===== config.mk =====
export PLATFORM = sky130hd
export DESIGN_NAME = circular_deque
export DESIGN_NICKNAME = d
export VERILOG_FILES = /design/src/sv/cdq_pkg.sv /design/src/sv/cdq_ctrl.sv /design/src/sv/cdq_datapath.sv /design/src/sv/circular_deque.sv
export SDC_FILE = /design/constraint.sdc
export NUM_CORES = 1
export LEC_CHECK = 0
export BUFFER_PORTS_ARGS = -buffer_cell sky130_fd_sc_hd__buf_4
export CAP_MARGIN = 0
export CORE_MARGIN = 5
export CORE_UTILIZATION = 45
export CTS_BUF_LIST = sky130_fd_sc_hd__clkbuf_4
export DETAILED_ROUTE_END_ITERATION = 10
export MAX_ROUTING_LAYER = met4
export SYNTH_ARGS = -nofsm -noshare
export SYNTH_HDL_FRONTEND = slang
export SYNTH_SLANG_ARGS = --single-unit

===== constraint.sdc =====
create_clock -name clock -period 4.4 [get_ports clock]
set_input_delay 0.88 -clock clock [delete_from_list [all_inputs] [get_ports clock]]
set_output_delay 0.88 -clock clock [all_outputs]
set_load 0.02 [all_outputs]

===== src/sv/cdq_pkg.sv =====
`timescale 1ns / 1ps
// ----------------------------------------------------------------------------
// cdq_pkg
// shared types and constants of the circular deque
// ----------------------------------------------------------------------------
package cdq_pkg;

   // ring capacity, a power of two so slot arithmetic wraps by itself
   localparam int CAPACITY = 16;
   localparam int ELEM_W   = 32;
   localparam int SLOT_W   = $clog2(CAPACITY);
   localparam int COUNT_W  = $clog2(CAPACITY + 1);
   localparam int POS_W    = 4;
   localparam int OP_W     = 3;
   localparam int STATUS_W = 2;

   typedef enum logic [OP_W-1:0] {
      OP_PUSH_FRONT = 3'd0,
      OP_PUSH_BACK  = 3'd1,
      OP_POP_FRONT  = 3'd2,
      OP_POP_BACK   = 3'd3,
      OP_GET        = 3'd4,
      OP_PUT        = 3'd5
   } op_type;

   typedef enum logic [STATUS_W-1:0] {
      ST_OK    = 2'd0,
      ST_FULL  = 2'd1,
      ST_EMPTY = 2'd2,
      ST_RANGE = 2'd3
   } status_type;

   // sequencing commands from controller to datapath
   typedef struct packed {
      logic capture;
      logic execute;
      logic respond;
   } ctl_cmd_type;

endpackage


===== src/sv/cdq_ctrl.sv =====
`timescale 1ns / 1ps
// ----------------------------------------------------------------------------
// cdq_ctrl
// sequencer: capture, execute against the ring, respond
// ----------------------------------------------------------------------------
module cdq_ctrl (
   input  logic                 clock,
   input  logic                 reset,
   input  logic                 start,
   output logic                 busy,
   output cdq_pkg::ctl_cmd_type cmd
);
   import cdq_pkg::*;

   typedef enum logic [2:0] {
      S_IDLE = 3'b001,
      S_EXEC = 3'b010,
      S_RESP = 3'b100
   } state_type;

   state_type state_ff, state_in;

   always_comb begin
      state_in = state_ff;
      unique case (state_ff)
         S_IDLE: begin
            if (start) state_in = S_EXEC;
         end
         S_EXEC: state_in = S_RESP;
         S_RESP: state_in = S_IDLE;
         default: state_in = S_IDLE;
      endcase
   end

   always_ff @(posedge clock) begin
      if (reset) state_ff <= S_IDLE;
      else       state_ff <= state_in;
   end

   assign busy        = (state_ff != S_IDLE);
   assign cmd.capture = (state_ff == S_IDLE) && start;
   assign cmd.execute = (state_ff == S_EXEC);
   assign cmd.respond = (state_ff == S_RESP);

endmodule


===== src/sv/cdq_datapath.sv =====
`timescale 1ns / 1ps
// ----------------------------------------------------------------------------
// cdq_datapath
// head and count registers, slot arithmetic and the ring store
// ----------------------------------------------------------------------------
module cdq_datapath (
   input  logic                           clock,
   input  logic                           reset,
   input  cdq_pkg::ctl_cmd_type           cmd,
   input  logic [cdq_pkg::OP_W-1:0]       req_op,
   input  logic [cdq_pkg::POS_W-1:0]      req_position,
   input  logic [cdq_pkg::ELEM_W-1:0]     req_value_in,
   output logic                           rsp_valid,
   output logic [cdq_pkg::ELEM_W-1:0]     rsp_value_out,
   output logic [cdq_pkg::STATUS_W-1:0]   rsp_status,
   output logic [cdq_pkg::COUNT_W-1:0]    rsp_count
);
   import cdq_pkg::*;

   // captured word
   op_type              op_ff;
   logic [POS_W-1:0]    pos_ff;
   logic [ELEM_W-1:0]   val_ff;

   // deque state
   logic [SLOT_W-1:0]   head_ff, head_in;
   logic [COUNT_W-1:0]  count_ff, count_in;

   // execute results held for the response cycle
   logic [SLOT_W-1:0]   slot_ff;
   status_type          status_ff, status_in;
   logic                from_mem_ff, from_mem_in;
   logic                from_req_ff, from_req_in;
   logic                put_ff, put_in;

   logic [ELEM_W-1:0]   mem [CAPACITY];
   logic [ELEM_W-1:0]   rd_data_ff;

   logic [SLOT_W-1:0]   slot_c;
   logic                push_we;
   logic                mem_re;
   logic                full, empty, in_range;
   logic [COUNT_W-1:0]  count_dec;

   assign full      = (count_ff == COUNT_W'(CAPACITY));
   assign empty     = (count_ff == '0);
   assign in_range  = (COUNT_W'(pos_ff) < count_ff);
   assign count_dec = count_ff - COUNT_W'(1);

   always_comb begin
      head_in     = head_ff;
      count_in    = count_ff;
      status_in   = ST_OK;
      from_mem_in = 1'b0;
      from_req_in = 1'b0;
      put_in      = 1'b0;
      slot_c      = head_ff;
      push_we     = 1'b0;
      mem_re      = 1'b0;
      unique case (op_ff)
         OP_PUSH_FRONT: begin
            if (full) begin
               status_in = ST_FULL;
            end else begin
               slot_c      = head_ff - SLOT_W'(1);
               head_in     = slot_c;
               count_in    = count_ff + COUNT_W'(1);
               push_we     = 1'b1;
               from_req_in = 1'b1;
            end
         end
         OP_PUSH_BACK: begin
            if (full) begin
               status_in = ST_FULL;
            end else begin
               slot_c      = head_ff + count_ff[SLOT_W-1:0];
               count_in    = count_ff + COUNT_W'(1);
               push_we     = 1'b1;
               from_req_in = 1'b1;
            end
         end
         OP_POP_FRONT: begin
            if (empty) begin
               status_in = ST_EMPTY;
            end else begin
               slot_c      = head_ff;
               head_in     = head_ff + SLOT_W'(1);
               count_in    = count_dec;
               mem_re      = 1'b1;
               from_mem_in = 1'b1;
            end
         end
         OP_POP_BACK: begin
            if (empty) begin
               status_in = ST_EMPTY;
            end else begin
               slot_c      = head_ff + count_dec[SLOT_W-1:0];
               count_in    = count_dec;
               mem_re      = 1'b1;
               from_mem_in = 1'b1;
            end
         end
         OP_GET: begin
            if (!in_range) begin
               status_in = ST_RANGE;
            end else begin
               slot_c      = head_ff + SLOT_W'(pos_ff);
               mem_re      = 1'b1;
               from_mem_in = 1'b1;
            end
         end
         OP_PUT: begin
            if (!in_range) begin
               status_in = ST_RANGE;
            end else begin
               slot_c      = head_ff + SLOT_W'(pos_ff);
               mem_re      = 1'b1;
               from_mem_in = 1'b1;
               put_in      = 1'b1;
            end
         end
         default: begin
         end
      endcase
   end

   // capture
   always_ff @(posedge clock) begin
      if (cmd.capture) begin
         op_ff  <= op_type'(req_op);
         pos_ff <= req_position;
         val_ff <= req_value_in;
      end
   end

   // deque state and execute results
   always_ff @(posedge clock) begin
      if (reset) begin
         head_ff     <= '0;
         count_ff    <= '0;
         put_ff      <= 1'b0;
         from_mem_ff <= 1'b0;
         from_req_ff <= 1'b0;
      end else if (cmd.execute) begin
         head_ff     <= head_in;
         count_ff    <= count_in;
         put_ff      <= put_in;
         from_mem_ff <= from_mem_in;
         from_req_ff <= from_req_in;
      end
   end

   always_ff @(posedge clock) begin
      if (cmd.execute) begin
         slot_ff   <= slot_c;
         status_ff <= status_in;
      end
   end

   // ring store: pushes write in execute, put writes back in respond
   always_ff @(posedge clock) begin
      if (cmd.execute && push_we) mem[slot_c] <= val_ff;
      else if (cmd.respond && put_ff) mem[slot_ff] <= val_ff;
      if (cmd.execute && mem_re) rd_data_ff <= mem[slot_c];
   end

   assign rsp_valid     = cmd.respond;
   assign rsp_status    = status_ff;
   assign rsp_count     = count_ff;
   assign rsp_value_out = from_mem_ff ? rd_data_ff :
                          from_req_ff ? val_ff     : '0;

endmodule


===== src/sv/circular_deque.sv =====
`timescale 1ns / 1ps
// ----------------------------------------------------------------------------
// circular_deque
// double-ended queue of sixteen 32-bit elements kept in a ring store
// ----------------------------------------------------------------------------
// A word is taken when start is high and busy is low. Each word passes
// through the capture edge, an execute cycle that updates head and count and
// reads or writes the ring store (single-port memory with a registered read),
// and a response cycle in which rsp_valid is high for exactly one clock and
// the result stands on the rsp_ ports. The receiver cannot stall, so the
// result must be taken in that cycle. busy stays high from the capture edge
// through the response cycle; a new word can be started in the cycle after
// rsp_valid. Refused operations (push on full, pop on empty, index at or
// beyond the count) leave the state alone, return value zero and report the
// reason in rsp_status. rsp_count is the element count after the operation.
// ----------------------------------------------------------------------------
module circular_deque (
   input  logic                           clock,
   input  logic                           reset,
   input  logic                           start,
   output logic                           busy,
   input  logic [cdq_pkg::OP_W-1:0]       req_op,
   input  logic [cdq_pkg::POS_W-1:0]      req_position,
   input  logic [cdq_pkg::ELEM_W-1:0]     req_value_in,
   output logic                           rsp_valid,
   output logic [cdq_pkg::ELEM_W-1:0]     rsp_value_out,
   output logic [cdq_pkg::STATUS_W-1:0]   rsp_status,
   output logic [cdq_pkg::COUNT_W-1:0]    rsp_count
);
   import cdq_pkg::*;

   // command bundle from sequencer to datapath
   ctl_cmd_type cmd;

   // sequencer: idle, execute, respond
   cdq_ctrl u_ctrl (
      .clock (clock),
      .reset (reset),
      .start (start),
      .busy  (busy),
      .cmd   (cmd)
   );

   // head, count, slot arithmetic and ring store
   cdq_datapath u_datapath (
      .clock         (clock),
      .reset         (reset),
      .cmd           (cmd),
      .req_op        (req_op),
      .req_position  (req_position),
      .req_value_in  (req_value_in),
      .rsp_valid     (rsp_valid),
      .rsp_value_out (rsp_value_out),
      .rsp_status    (rsp_status),
      .rsp_count     (rsp_count)
   );

endmodule


==> results.yml <==
worst_setup_path:
  crit_slowest_cell: "dfxtp_1"
  cp-start-kind: "register"
  worstPathCellList: "inv_1 > ha_1 > nand2_1 > o21ai_0 > a2111oi_0 > buf_4 > a211oi_2 > buf_4 > inv_8 > a31oi_1 > nor2_4 > buf_4"
  cp_max_fo: 34
  rrSetupSlack_ns: 0.42
  crit_required_ns: 4.97
  critPathBufInv: 5
  critPathArrivalTime_ns: 4.55
  slowest_delay_ns: 0.59
  rr_worst_depth: 12
  worstSetupEndpointType: "register"
  crit_type: "reg -> reg"
  crit_family: "buffers and inverters"
  rr_startpoint: "u_datapath.head_ff[0]"
  rr_endpoint: "u_datapath.mem[7][18]"
  path_common_cell: "buf_4"
synthesis:
  seq_area_frac_synth_pct: 75.3
  synth_area_um2: 23900
  syn_inst: 1135
  async_flop_share_pct: 0
  synth_cell_types: 65
  synth_top_flop_cell: "edfxtp_1"
  synth_edf_count: 589
  synth.ff_latch_count: 604
  yosys_warnings: 0
  avgSynthCellArea_um2: 21.0
  synth_top_area_share_pct: 74.0
  synth_largest_area_cell: "edfxtp_1"
  synthesis.nets: 1197
  yosys-top-cells-area: "edfxtp_1 74%, mux4_2 12%, mux2i_1 4.1%"
run_status:
  outcome: "completed"
global_routing:
  grt_pass1_wl_mm: 82.2
  grt_max_degree: 78
  grt_use_total_pct: 20.1
  antenna_found_initial: 1
  grt_pass1_vias: 13100
  grt_remaining_overflow: 0
clock_tree:
  clock_path_buffers: 3
  cts.repair.resized: 0
  clk_latency_ns: 0.97
  clk_pin_slew_ns: 0.06
  post_cts_buffers: 0
  cts_tree: "built"
  cts_made_buffers: 161
  root_buffer: "clkbuf_4"
  cts.sinks: 604
  h-tree-depth: 4
layout:
  drive_gt1_share_pct: 35.7
  syn_to_final_growth_pct: 18.0
  final_cell_mix: "589 x edfxtp_1, 233 x clkbuf_4, 129 x buf_4"
  final_util_pct: 53.6
  final_common_cell: "edfxtp_1"
  num-nets-final: 1481
floorplan:
  ios: 83
  initial_core_util_pct: 45.5
  fp.dieW_um: 240
  coreArea_um2: 52600
  die_h_um: 240
  fp.dieArea_um2: 57800
  rows: 84
sta:
  period_needed_ns: 3.98
  finalHoldViolCount: 0
  slew_violations: 0
  fin_crit_sh_pct: 90.5
  tightest_slew_ns: 1.12
  setup_violations: 0
  max_slew_margin_pct: 25.2
  fin_skew_ns: 0.0623
  fmax_mhz: 251
  rsz0062_at_grt: "no"
  setup_tns_ns: 0
drt:
  firstDrtPassIters: 5
  dr_total_vias: 12400
  wl_per_cell_um: 24.6
  drt.antenna.violating_nets: 0
  drcViolationCount: 0
  dr.first_iter.drc_count: 1007
  routed_wl_mm: 54.7
  vias_per_cell: 5.56
power_and_ir_drop:
  power.density_nw_per_um2: 430
  ir_worst_vdd_mv: 0.235
  power_leakage_nw: 9.52
flow_run:
  drv_cap: 0
min_path:
  hp-start: "req_value_in[5]"
  min_path_cells: 1
  min_to: "u_datapath.val_ff[5]"
  hold_class: "in -> reg"
placement:
  dp.final_hpwl_mm: 29.2
  gp_congestion: 0.841
  numPortBuffers: 82
## state kept, by name, indices dropped and copies added, names as in the netlist
signal and flops:
u_ctrl.state_ff 3, u_datapath.from_mem_ff 1, u_datapath.from_req_ff 1, u_datapath.head_ff 4
u_datapath.mem 512, u_datapath.op_ff 3, u_datapath.pos_ff 4, u_datapath.put_ff 1
u_datapath.rd_data_ff 32, u_datapath.rsp_count 5, u_datapath.rsp_status 2, u_datapath.slot_ff 4
u_datapath.val_ff 32
## per-stage QoR
| step | instance area (um2) | hold slack [ns] | setup WS (ns) | power [mW] | std cells |
|---|---|---|---|---|---|
| 3_3_place_gp | 25800 | 0.458 | 0.437 | 7.38 | 1908 |
| 3_5_place_dp | 25800 | 0.468 | 0.415 | 7.40 | 1908 |
| 5_1_grt | 28200 | 0.0222 | 0.106 | 12.7 | 2224 |
| 2_1_floorplan | 23900 | 0.441 | -0.342 | 7.14 | 1135 |
| 6_report | 28200 | 0.133 | 0.418 | 12.1 | 2224 |
| 4_1_cts | 28200 | 0.00174 | 0.343 | 12.3 | 2223 |
## what timing repair did
action	CTS	global route
hold buffers	36	0
endpoints found under the hold margin	36	0
setup endpoints to repair	0	0
## cell usage after synthesis, drive strengths merged (3+ instances only)
master / count
nand3: 5
fa: 3
nor2: 46
nand2: 19
nor3: 6
nor3b: 3
dfxtp: 15
mux4: 128
a31oi: 7
xnor2: 11
buf: 39
a211oi: 5
a21oi: 15
mux2i: 99
ha: 17
a22o: 32
or3: 4
clkbuf: 17
nand2b: 3
o21ai: 12
edfxtp: 589
inv: 16
## per-layer routing
layer  vias up  track usage (%)  wire length (um)
met1      6579             27.7             24700
met4         0             6.14               837
met5         -                -                 0
met2       336             30.1             26300
li1       5389                -                 -
met3        67             5.07              2860
## cell families (layout without fill, tap and decap cells)
logic type               after synthesis  after routing  synth area share, %
other                                  0              1                    0
multiplexers                         228            228                 16.3
flip-flops                           604            604                 75.3
AND/OR/NAND/NOR                      107            107                 2.23
AO/OA/AOI/OAI                         91             91                 2.95
buffers and inverters                 72            472                 1.63
adder cells (fa/ha/maj)               20             20                 1.14
XOR/XNOR                              13             13                0.477
## area by class of cell
type | count | area (um2)
Tap cell | 688 | 861
Fill cell | 4204 | 24400
Clock buffer | 233 | 1750
Antenna cell | 1 | 2.50
Sequential cell | 604 | 18000
Clock inverter | 46 | 265
Timing Repair Buffer | 177 | 1570
Multi-Input combinational cell | 459 | 5690
Inverter | 16 | 67.6
## how the worst max path moves through the flow
stage                                        from                     to  slack [ns]  cells past startpoint
after global routing        u_datapath.head_ff[0]  u_datapath.mem[7][12]        0.11                     12
after global placement      u_datapath.head_ff[0]  u_datapath.mem[3][13]        0.44                     11
after floorplan           u_datapath.rsp_count[1]   u_datapath.mem[0][0]       -0.34                     15
after CTS                   u_datapath.head_ff[0]  u_datapath.mem[7][18]        0.34                     12
after detailed placement    u_datapath.head_ff[0]  u_datapath.mem[7][13]        0.42                     12
final                       u_datapath.head_ff[0]  u_datapath.mem[7][18]        0.42                     12
## power breakdown
part           total, mW  internal (mW)  switching, mW  leakage [nW]
clock network       4.83           2.60           2.23          1.20
registers           6.49           6.39         0.0999          5.44
logic              0.793          0.401          0.392          2.88
Power figures use the tool's default switching activity.
